`src/hw/rtl/y2r_pkg.sv`:
```
// Package for the YUV422 to RGB565 pair converter.
// Holds conversion constants, the inter-stage types and the clamp function.
// No dependencies.
`default_nettype none

package y2r_pkg;

    // chroma offset and fixed-point coefficients (scaled by 256)
    localparam logic signed [8:0]  ChromaBias = 9'sd128;
    localparam logic signed [15:0] KRv        = 16'sd103;
    localparam logic signed [15:0] KGu        = 16'sd88;
    localparam logic signed [15:0] KGv        = 16'sd183;
    localparam logic signed [15:0] KBu        = 16'sd198;
    localparam logic signed [10:0] ChanMax    = 11'sd255;

    // shared chroma terms of one word
    typedef struct packed {
        logic signed [9:0] tr;
        logic signed [9:0] tg;
        logic signed [9:0] tb;
    } y2r_terms_t;

    // word held between the chroma stage and the pixel lanes
    typedef struct packed {
        y2r_terms_t  terms;
        logic [7:0]  y0;
        logic [7:0]  y1;
        logic        last;
    } y2r_stage_t;

    // clamp a signed channel sum to 0..255
    function automatic logic [7:0] clamp8(input logic signed [10:0] x);
        logic [7:0] res;
        if (x < 11'sd0)
        begin
            res = 8'd0;
        end
        else if (x > ChanMax)
        begin
            res = 8'd255;
        end
        else
        begin
            res = x[7:0];
        end
        return res;
    endfunction

endpackage

`default_nettype wire

```
`src/hw/rtl/y2r_in_if.sv`:
```
// Input channel of the converter: one packed YUV422 word per handshake.
// No dependencies.
`default_nettype none

interface y2r_in_if;
    logic        valid;
    logic        ready;
    logic [31:0] yuv_word;
    logic        is_last;

    modport source (output valid, output yuv_word, output is_last, input ready);
    modport sink   (input valid, input yuv_word, input is_last, output ready);
endinterface

`default_nettype wire

```
`src/hw/rtl/y2r_out_if.sv`:
```
// Output channel of the converter: two RGB565 pixels per handshake.
// No dependencies.
`default_nettype none

interface y2r_out_if;
    logic        valid;
    logic        ready;
    logic [31:0] rgb_word;
    logic        last_out;

    modport source (output valid, output rgb_word, output last_out, input ready);
    modport sink   (input valid, input rgb_word, input last_out, output ready);
endinterface

`default_nettype wire

```
`src/hw/rtl/y2r_chroma.sv`:
```
// Chroma stage: centers U/V, forms the three shared chroma terms and registers them
// together with both luma values. Depends on y2r_pkg and y2r_in_if.
`default_nettype none

module y2r_chroma (
    input  wire logic          clk,
    input  wire logic          rst_n,
    y2r_in_if.sink             pix_in,
    output y2r_pkg::y2r_stage_t st_data,
    output logic               st_valid,
    input  wire logic          st_ready
);
    import y2r_pkg::*;

    logic signed [8:0]  v_c;
    logic signed [8:0]  u_c;
    logic signed [15:0] p_rv;
    logic signed [15:0] p_gu;
    logic signed [15:0] p_gv;
    logic signed [15:0] p_bu;
    y2r_stage_t         st_next;
    y2r_stage_t         st_reg;
    logic               valid_reg;
    logic               take;

    // center chroma and multiply by constants
    assign v_c  = $signed({1'b0, pix_in.yuv_word[31:24]}) - ChromaBias;
    assign u_c  = $signed({1'b0, pix_in.yuv_word[15:8]}) - ChromaBias;
    assign p_rv = 16'(v_c) * KRv;
    assign p_gu = 16'(u_c) * KGu;
    assign p_gv = 16'(v_c) * KGv;
    assign p_bu = 16'(u_c) * KBu;

    // upper byte of each product is the floored quotient by 256
    always_comb
    begin
        st_next.terms.tr = 10'(v_c) + 10'($signed(p_rv[15:8]));
        st_next.terms.tg = 10'($signed(p_gu[15:8])) + 10'($signed(p_gv[15:8]));
        st_next.terms.tb = 10'(u_c) + 10'($signed(p_bu[15:8]));
        st_next.y0       = pix_in.yuv_word[23:16];
        st_next.y1       = pix_in.yuv_word[7:0];
        st_next.last     = pix_in.is_last;
    end

    // stage accepts when empty or when its word leaves this cycle
    assign pix_in.ready = !valid_reg || st_ready;
    assign take         = pix_in.valid && pix_in.ready;

    always_ff @(posedge clk or negedge rst_n)
    begin
        if (!rst_n)
        begin
            valid_reg <= 1'b0;
        end
        else if (pix_in.ready)
        begin
            valid_reg <= pix_in.valid;
        end
    end

    always_ff @(posedge clk)
    begin
        if (take)
        begin
            st_reg <= st_next;
        end
    end

    assign st_data  = st_reg;
    assign st_valid = valid_reg;

endmodule

`default_nettype wire

```
`src/hw/rtl/y2r_lane.sv`:
```
// Pixel lane: adds the shared chroma terms to one luma, clamps and packs RGB565.
// Depends on y2r_pkg.
`default_nettype none

module y2r_lane (
    input  wire logic [7:0]         luma,
    input  wire y2r_pkg::y2r_terms_t terms,
    output logic [15:0]             pix565
);
    import y2r_pkg::*;

    logic signed [10:0] y_s;
    logic signed [10:0] r_sum;
    logic signed [10:0] g_sum;
    logic signed [10:0] b_sum;
    logic [7:0]         r8;
    logic [7:0]         g8;
    logic [7:0]         b8;

    // channel sums
    assign y_s   = $signed({3'b000, luma});
    assign r_sum = y_s + 11'(terms.tr);
    assign g_sum = y_s - 11'(terms.tg);
    assign b_sum = y_s + 11'(terms.tb);

    // saturate and truncate to 5/6/5
    assign r8     = clamp8(r_sum);
    assign g8     = clamp8(g_sum);
    assign b8     = clamp8(b_sum);
    assign pix565 = {r8[7:3], g8[7:2], b8[7:3]};

endmodule

`default_nettype wire

```
`src/hw/rtl/yuv422_to_rgb565_pair.sv`:
```
// Top level of the YUV422 to RGB565 pair converter.
// Depends on y2r_pkg, y2r_in_if, y2r_out_if, y2r_chroma and y2r_lane.
`default_nettype none

// Converts one packed YUV422 word (V, Y0, U, Y1 from the top byte down) into two
// RGB565 pixels, Y0's pixel in the upper half of the output word. The chroma
// stage registers the three shared terms, then two pixel lanes run in parallel
// into the output register. Backpressure stalls the pipeline; with the output
// ready held high the throughput is one word every cycle. The last flag travels
// with its word unchanged. There is no configuration and no reset-time fill.
module yuv422_to_rgb565_pair (
    input  wire logic clk,
    input  wire logic rst_n,
    y2r_in_if.sink    pix_in,
    y2r_out_if.source pix_out
);
    import y2r_pkg::*;

    y2r_stage_t  st_data;
    logic        st_valid;
    logic        st_ready;
    logic [15:0] pix_hi;
    logic [15:0] pix_lo;
    logic [31:0] rgb_next;
    logic [31:0] rgb_reg;
    logic        last_reg;
    logic        out_valid_reg;

    // shared chroma stage
    y2r_chroma u_chroma (
        .clk      (clk),
        .rst_n    (rst_n),
        .pix_in   (pix_in),
        .st_data  (st_data),
        .st_valid (st_valid),
        .st_ready (st_ready)
    );

    // one lane per pixel
    y2r_lane u_lane_hi (
        .luma   (st_data.y0),
        .terms  (st_data.terms),
        .pix565 (pix_hi)
    );

    y2r_lane u_lane_lo (
        .luma   (st_data.y1),
        .terms  (st_data.terms),
        .pix565 (pix_lo)
    );

    // merge lanes into the output word
    assign rgb_next = {pix_hi, pix_lo};
    assign st_ready = !out_valid_reg || pix_out.ready;

    always_ff @(posedge clk or negedge rst_n)
    begin
        if (!rst_n)
        begin
            out_valid_reg <= 1'b0;
        end
        else if (st_ready)
        begin
            out_valid_reg <= st_valid;
        end
    end

    always_ff @(posedge clk)
    begin
        if (st_ready && st_valid)
        begin
            rgb_reg  <= rgb_next;
            last_reg <= st_data.last;
        end
    end

    assign pix_out.valid    = out_valid_reg;
    assign pix_out.rgb_word = rgb_reg;
    assign pix_out.last_out = last_reg;

endmodule

`default_nettype wire
```
`src/flat_wrapper.sv`:
```
// flat-port wrapper written by rule: the top's interface ports become plain ports
module yuv422_to_rgb565_pair_flat import y2r_pkg::*;
  (clk, rst_n, pix_in_valid, pix_in_yuv_word, pix_in_is_last, pix_in_ready, pix_out_valid, pix_out_rgb_word, pix_out_last_out, pix_out_ready);
  y2r_in_if pix_in_i ();
  y2r_out_if pix_out_i ();
  input  wire logic clk;
  input  wire logic rst_n;
  input wire logic [$bits(pix_in_i.valid)-1:0] pix_in_valid;
  input wire logic [$bits(pix_in_i.yuv_word)-1:0] pix_in_yuv_word;
  input wire logic [$bits(pix_in_i.is_last)-1:0] pix_in_is_last;
  output wire logic [$bits(pix_in_i.ready)-1:0] pix_in_ready;
  output wire logic [$bits(pix_out_i.valid)-1:0] pix_out_valid;
  output wire logic [$bits(pix_out_i.rgb_word)-1:0] pix_out_rgb_word;
  output wire logic [$bits(pix_out_i.last_out)-1:0] pix_out_last_out;
  input wire logic [$bits(pix_out_i.ready)-1:0] pix_out_ready;
  assign pix_in_i.valid = pix_in_valid;
  assign pix_in_i.yuv_word = pix_in_yuv_word;
  assign pix_in_i.is_last = pix_in_is_last;
  assign pix_in_ready = pix_in_i.ready;
  assign pix_out_valid = pix_out_i.valid;
  assign pix_out_rgb_word = pix_out_i.rgb_word;
  assign pix_out_last_out = pix_out_i.last_out;
  assign pix_out_i.ready = pix_out_ready;
  yuv422_to_rgb565_pair u_core (.clk(clk), .rst_n(rst_n), .pix_in(pix_in_i), .pix_out(pix_out_i));
endmodule
```
`config.mk`:
```
export PLATFORM = sky130hd
export DESIGN_NAME = yuv422_to_rgb565_pair_flat
export DESIGN_NICKNAME = d
export VERILOG_FILES = /design/src/hw/rtl/y2r_pkg.sv /design/src/hw/rtl/y2r_in_if.sv /design/src/hw/rtl/y2r_out_if.sv /design/src/hw/rtl/y2r_chroma.sv /design/src/hw/rtl/y2r_lane.sv /design/src/hw/rtl/yuv422_to_rgb565_pair.sv /design/src/flat_wrapper.sv
export SDC_FILE = /design/constraint.sdc
export NUM_CORES = 1
export LEC_CHECK = 0
export ABC_AREA = 1
export BUFFER_PORTS_ARGS = -buffer_cell sky130_fd_sc_hd__buf_2
export CAP_MARGIN = 20
export CORE_ASPECT_RATIO = 0.6
export CORE_UTILIZATION = 55
export DETAILED_ROUTE_END_ITERATION = 10
export PLACE_DENSITY = 0.75
export SYNTH_ARGS = -nofsm -noshare
export SYNTH_HDL_FRONTEND = slang
export SYNTH_SLANG_ARGS = --single-unit
export TNS_END_PERCENT = 100
```
`constraint.sdc`:
```
create_clock -name clk -period 3.1 [get_ports clk]
set_input_delay 0.62 -clock clk [delete_from_list [all_inputs] [get_ports clk]]
set_output_delay 0.62 -clock clk [all_outputs]
set_load 0.02 [all_outputs]
```
==> flow_metrics.py, run 1 <==
metrics = {
    "timing": {
        "max-slew-margin-rel_pct": 69.90,
        "post-route-min-period_ns": 4.748,
        "drv_slew": 0,
        "fin_crit_sh_pct": 153.2,
        "setup_slack_ns": -1.648,
        "worstMarginPinSlew_ns": 0.4515,
        "setup_violations": 28,
        "fin_tns_setup_ns": -31.05,
        "rsz0062_at_grt": "true",
        "fin_worst_skew_ns": 0.01212,
        "fmax_ghz": 0.2106,
        "hold_violations": 0,
    },
    "floorplan": {
        "start_util_pct": 56.36,
        "die_y_um": 110.3,
        "fp-row-count": 39,
        "io_pins": 72,
        "die-area_sq_um": 20130,
        "core-area_sq_um": 19080,
        "die_w_um": 182.5,
    },
    "global_routing": {
        "grt_pass1_wl_um": 48170,
        "grt_overflow": 0,
        "grt_max_degree": 47,
        "grt_usage_pct": 31.09,
        "grt_pass1_vias": 9785,
        "antenna_found_initial": 0,
    },
    "finish": {
        "instances_no_fill": 1906,
        "seqCellArea_sq_um": 2422,
        "utilization_pct": 78.46,
        "nets": 1914,
        "areaGrowthSynthToFinish_pct": 39.20,
        "largest_reg_flops": 46,
        "layout-drive-gt1-share_pct": 33.78,
        "antennaDiodeCount": 0,
        "fillers": 1169,
        "multi_input_area_sq_um": 8579,
    },
    "place": {
        "io_buffers": 71,
        "dp_hpwl_um": 23370,
        "place_inst": 1848,
        "gp_congestion": 0.9272,
    },
    "synth": {
        "netlist_instances": 1357,
        "synth_cell_types": 41,
        "synthMuxAreaShare_pct": 0,
        "synthSimpleGateAreaFrac_pct": 20.03,
        "synth_top_family_by_area": "adder cells",
        "ys_warn_count": 0,
        "synth-xor-area-share_pct": 6.271,
        "synth_adder_area_share_pct": 32.69,
        "synth-seq-cells": 81,
        "syn_nets": 1636,
        "seq_area_frac_synth_pct": 22.52,
        "syn_avg_cell_area_sq_um": 7.925,
        "netlist_area_sq_um": 10750,
        "synth_compound_area_share_pct": 7.272,
    },
    "critical_path": {
        "worstSetupEndpointType": "register",
        "start_kind": "input port",
        "crit_arrival_ns": 4.84,
        "path_class": "input port to register",
        "required_ns": 3.19,
        "path_max_fanout": 5,
        "r2r_slack_ns": 0.64,
    },
    "power": {
        "leakage_nw": 7.556,
        "powerDensity_nw_per_um2": 1130,
        "irDropWorstVdd_v": 0.0007446,
    },
    "clocking": {
        "clk_pin_slew_ns": 0.07,
        "cts_tree": "yes",
        "clock_latency_ns": 0.35,
        "cts-htree-levels": 3,
        "cts_max_path_buffers": 2,
        "root_buffer": "clkbuf_16",
        "cts.sinks": 81,
        "cts-buffers-inserted": 9,
    },
    "run_status": {
        "failed_checks": "setup timing",
        "status": "finished with violations",
    },
    "routing": {
        "viasPerCell": 5.454,
        "wl_um": 34130,
        "drt_iter0_drc": 828,
        "vias": 10400,
        "met3_length_um": 2688,
        "drc": 0,
        "ant_nets": 0,
        "post_drt_wl_per_cell_um": 17.91,
        "m1WireLength_um": 15100,
        "wl_met2_um": 15170,
        "top_layer": "met4",
        "first_pass_iters": 7,
    },
    "run": {
        "max-cap-violations": 0,
    },
    "min_path": {
        "hp-class": "input port to asynchronous set/reset pin",
    },
}
-- cell usage in the layout (no fill, tap or decap), drive strengths merged, types with 3 or more instances in the layout --
cell	n
a21o	5
buf	270
nor3	11
xor2	46
nand3	84
nand2	302
o211ai	4
ha	177
nand4	20
inv	313
bufinv	3
nor2	78
a21boi	3
fa	65
a21oi	81
clkbuf	10
a31oi	3
nand3b	4
o21bai	11
xnor2	31
clkinv	3
edfxtp	79
o21ai	22
-- cell families after synthesis --
logic type                 Yosys count
and+or+nand+nor                    503
buffers and inverters              318
adders and majority gates          242
AOI/OAI and AO/OA                  136
DFF                                 81
xor gates and xnor gates            77
-- where the power goes --
| group | total [W] | leakage, nW | switching [W] | internal, W |
|---|---|---|---|---|
| clock network | 0.00122 | 0.162 | 0.000433 | 0.000783 |
| registers | 0.00230 | 0.782 | 0.000270 | 0.00203 |
| logic | 0.0134 | 6.61 | 0.00756 | 0.00584 |
-- metal layers --
metal  vias to the layer above  track usage (%)
met1                      4957            43.13
met5                         -                0
li1                       4877                -
met4                         0            6.663
met3                       108            6.570
met2                       453            50.25
-- worst max-delay path: stages --
cell and delay [ns]:
buf_8 0.08, clkinvlp_4 0.12, ha_4 0.27, xor2_2 0.14, fa_1 0.52, inv_2 0.05
fa_2 0.53, fa_1 0.42, inv_2 0.08, ha_4 0.22, a21oi_4 0.14, o21ai_4 0.08
a21oi_2 0.12, o21bai_1 0.09, xor2_1 0.16, ha_1 0.37, nand2_1 0.09, o21ai_2 0.20
nand2_1 0.14, nand2_2 0.09, a21oi_2 0.06, nor2_1 0.14, o21ai_1 0.09
-- final cells by class --
type	instances	share of cell area, %
multi-input combinational	958	57.31
sequential	81	16.18
timing repair buffer	270	14.04
inverter	315	7.999
tap	266	2.223
clock buffer	10	1.530
clock inverter	6	0.7105
-- synthesized netlist by cell type, drive strengths merged --
cell | instances | area [sq um]
a211oi | 2 | 15.01
o211ai | 4 | 30.03
o21bai | 11 | 86.33
edfxtp | 79 | 2372
and3 | 1 | 6.260
a21oi | 81 | 409.1
o21a | 2 | 15.01
nand3b | 4 | 30.03
and2 | 1 | 6.260
nand4 | 20 | 125.1
ha | 177 | 2215
clkbuf | 1 | 3.750
inv | 315 | 1182
a21o | 5 | 37.54
fa | 65 | 1301
a211o | 1 | 8.760
nor3 | 11 | 60.06
nand3 | 84 | 445.4
xor2 | 46 | 402.9
nand2 | 302 | 1166
or2 | 2 | 12.51
a31oi | 3 | 18.77
xnor2 | 31 | 271.5
buf | 2 | 18.77
o21ai | 22 | 117.6
o2111ai | 2 | 17.52
dfrtp | 2 | 50.05
a21boi | 3 | 26.27
nor2 | 78 | 302.8
-- final timing paths --
path / endpoint / depth (start not counted) / startpoint
worst max-delay path: u_core.u_chroma.st_data[35]$_DFFE_PP_ / 23 / pix_in_yuv_word[31]
worst min-delay path: u_core.u_chroma.st_valid$_DFFE_PN0N_ / 1 / rst_n
worst max register to register: u_core.pix_out.rgb_word[22]$_SDFFCE_PN0P_ / 12 / u_core.u_chroma.st_data[9]$_DFFE_PP_
worst min register to register: u_core.pix_out.last_out$_DFFE_PP_ / 0 / u_core.u_chroma.st_data[0]$_DFFE_PP_
max in group asynchronous: u_core.pix_out.valid$_DFFE_PN0P_ / 1 / rst_n
min in group clk: u_core.pix_out.last_out$_DFFE_PP_ / 0 / u_core.u_chroma.st_data[0]$_DFFE_PP_
-- through the flow --
stage	worst slack [ns]	area (sq um)	total power, W	hold slack, ns
2_1_floorplan	-1.609	11390	0.009324	0.3244
3_3_place_gp	-1.860	13260	0.01243	0.4043
3_5_place_dp	-1.905	13260	0.01267	0.4068
4_1_cts	-1.456	14420	0.01509	0.04864
5_1_grt	-1.815	14970	0.01804	0.04512
6_report	-1.648	14970	0.01692	0.04388
-- timing repair --
action / 4_1_cts / 5_1_grt
pin swaps: 144 / 84
gates resized for setup: 164 / 94
setup buffers: 29 / 21
endpoints found under the setup margin: 28 / 28
hold buffers: 0 / 0
Note: power is estimated with default switching activity, not from simulation.
==> run 2: changes to the inputs <==
--- a/config.mk
+++ b/config.mk
@@ -5,7 +5,6 @@
 export SDC_FILE = /design/constraint.sdc
 export NUM_CORES = 1
 export LEC_CHECK = 0
-export ABC_AREA = 1
 export BUFFER_PORTS_ARGS = -buffer_cell sky130_fd_sc_hd__buf_2
 export CAP_MARGIN = 20
 export CORE_ASPECT_RATIO = 0.6
==> flow_metrics.py, run 2 <==
metrics = {
    "synth": {
        "synth-seq-cells": 81,
        "syn_avg_cell_area_sq_um": 9.664,
        "netlist_instances": 1020,
        "netlist_area_sq_um": 9857,
        "synthArstFlopShare_pct": 2.469,
        "yosysMostFrequentCell": "inv_1",
        "synth_commonest_cells": "197 x inv_1, 177 x ha_1, 79 x edfxtp_1",
        "synth-edff-count": 79,
        "seq_area_frac_synth_pct": 24.57,
        "yosysTopAreaCell": "edfxtp_1",
        "synth_cell_types": 61,
        "syn_nets": 1299,
        "synth.area.top_cells": "edfxtp_1 24%, ha_1 22%, fa_1 13%",
        "synth_ff_type": "edfxtp_1",
        "ys_warn_count": 0,
        "yosys.area.top_type_share_pct": 24.07,
    },
    "power": {
        "leakage_nw": 6.287,
        "p_total_w": 0.01588,
        "pwr-share-seq_pct": 14.5,
        "irDropWorstVdd_v": 0.0008232,
        "swShare_pct": 43.47,
        "combPwrFrac_pct": 77.9,
        "power.switching_w": 0.006903,
        "powerDensity_nw_per_um2": 1171,
        "clkPwrFrac_pct": 7.6,
        "p_int_w": 0.008977,
    },
    "floorplan": {
        "core-area_sq_um": 17310,
        "die_w_um": 174.8,
        "die_y_um": 105.7,
        "io_pins": 72,
        "fp-row-count": 37,
        "start_util_pct": 56.93,
        "die-area_sq_um": 18480,
    },
    "run_status": {
        "failed_checks": "setup timing",
        "status": "finished with violations",
    },
    "timing": {
        "fin_worst_skew_ns": 0.004734,
        "worstMarginPinSlew_ns": 0.6518,
        "drv_slew": 0,
        "rsz0062_at_grt": "true",
        "setup_violations": 28,
        "hold_slack_ns": 0.04757,
        "max-slew-margin-rel_pct": 56.28,
        "post-route-min-period_ns": 5.308,
        "fmax_ghz": 0.1884,
        "fin_crit_sh_pct": 171.2,
        "setup_slack_ns": -2.208,
        "hold_violations": 0,
    },
    "routing": {
        "wl_um": 28270,
        "ant_nets": 0,
        "post_drt_wl_per_cell_um": 18.70,
        "first_pass_iters": 5,
        "vias": 8471,
        "viasPerCell": 5.603,
        "drt_iter0_drc": 652,
        "drc": 0,
    },
    "place": {
        "gp_congestion": 0.8726,
        "io_buffers": 71,
        "dp_hpwl_um": 19160,
        "place_inst": 1468,
    },
    "finish": {
        "final_cell_mix": "166 x inv_1, 148 x buf_4, 123 x ha_1",
        "areaGrowthSynthToFinish_pct": 37.61,
        "layout-drive-gt1-share_pct": 34.98,
        "instances_no_fill": 1512,
        "largest_reg_flops": 46,
        "nets": 1552,
        "layout_commonest_cell": "inv_1",
        "utilization_pct": 78.34,
        "antennaDiodeCount": 0,
    },
    "global_routing": {
        "grt_pass1_wl_um": 42100,
        "antenna_found_initial": 0,
        "grt_overflow": 0,
        "grt_pass1_vias": 8380,
        "grt_max_degree": 47,
        "grt_usage_pct": 29.11,
    },
    "critical_path": {
        "worstSetupEndpointType": "register",
        "path_class": "input port to register",
        "required_ns": 3.20,
        "crit_arrival_ns": 5.41,
        "path_max_fanout": 5,
        "start_kind": "input port",
    },
    "run": {
        "max-cap-violations": 0,
    },
    "min_path": {
        "hp-class": "input port to asynchronous set/reset pin",
    },
    "clocking": {
        "clock_latency_ns": 0.35,
        "cts-htree-levels": 3,
        "root_buffer": "clkbuf_16",
        "clk_pin_slew_ns": 0.06,
        "cts-buffers-inserted": 9,
        "cts.sinks": 81,
        "cts_max_path_buffers": 2,
        "cts_tree": "yes",
    },
}
==> run 2: final cells by class <==
type                            count  area, sq um
Tap cell                          234        292.8
Sequential cell                    81         2422
Clock buffer                        9        225.2
Timing Repair Buffer              248         1888
Inverter                          199        750.7
Multi-Input combinational cell    734         7876
Clock inverter                      7        108.9
Fill cell                        1058         3750
==> run 2: critical path, stage by stage <==
cell,delay (ns)
buf_8,0.08
clkinvlp_4,0.13
buf_6,0.15
ha_4,0.24
xor2_2,0.14
fa_1,0.50
inv_2,0.05
fa_2,0.54
fa_1,0.43
inv_2,0.09
ha_4,0.19
o21a_1,0.13
o21a_1,0.20
o221a_4,0.29
buf_4,0.14
buf_6,0.11
o21ai_1,0.20
a21oi_1,0.11
ha_1,0.33
a21boi_2,0.18
o21ai_2,0.24
nor3b_2,0.20
nor2_1,0.08
==> run 2: cells by family (layout without fill, tap and decap cells) <==
family | after synthesis | in the layout | share of synthesized area [%]
fa+ha+maj | 242 | 242 | 35.67
flops | 81 | 81 | 24.57
mux | 3 | 3 | 0.3047
simple gates | 185 | 185 | 9.089
compound gates | 227 | 227 | 15.68
xor+xnor | 77 | 77 | 6.842
buf+inv | 205 | 463 | 7.845
==> run 2: through the flow <==
step	instance area (sq um)	setup TNS, ns	setup slack, ns
3_3_place_gp	12040	-43.81	-2.245
3_5_place_dp	12040	-45.28	-2.380
4_1_cts	13120	-31.96	-1.862
6_report	13560	-36.20	-2.208
2_1_floorplan	10300	-30.36	-1.929
5_1_grt	13560	-38.68	-2.307
==> run 2: final timing paths <==
| path | endpoint | slack, ns | cells after the start | from |
|---|---|---|---|---|
| setup / recovery | u_core.u_chroma.st_data[33]$_DFFE_PP_ | -2.21 | 23 | pix_in_yuv_word[31] |
| hold / removal | u_core.pix_out.valid$_DFFE_PN0P_ | 0.05 | 1 | rst_n |
| setup reg to reg | u_core.pix_out.rgb_word[20]$_SDFFCE_PN0P_ | 0.26 | 8 | u_core.u_chroma.st_data[9]$_DFFE_PP_ |
| hold reg to reg | u_core.pix_out.last_out$_DFFE_PP_ | 0.43 | 0 | u_core.u_chroma.st_data[0]$_DFFE_PP_ |
| max in group asynchronous | u_core.u_chroma.st_valid$_DFFE_PN0N_ | 2.95 | 1 | rst_n |
| min in group clk | u_core.pix_out.last_out$_DFFE_PP_ | 0.43 | 0 | u_core.u_chroma.st_data[0]$_DFFE_PP_ |
==> run 2: repair_timing <==
action	4_1_cts	5_1_grt
endpoints found under the setup margin	28	28
resized for setup	133	68
pin swaps	98	68
hold buffers	0	0
buffers inserted	21	16
gates cloned	0	0
==> run 2: power groups by stage <==
stage	logic, W	registers, W	clock network [W]
floorplan	0.00611	0.00249	0
global placement	0.00898	0.00230	0
detailed placement	0.00925	0.00232	0
CTS	0.0108	0.00230	0.00120
global route	0.0133	0.00235	0.00126
finish	0.0124	0.00231	0.00120
==> run 2: routing by layer <==
metal  wire length, um  up-vias  part of all wire [%]  track usage, %
met5                 0        -                     0               0
met3              1905       56                   6.7           4.978
met4               648        0                   2.3           7.267
li1                  -     4010                     -               -
met2             13050      340                    46           46.37
met1             12660     4065                    45           41.08
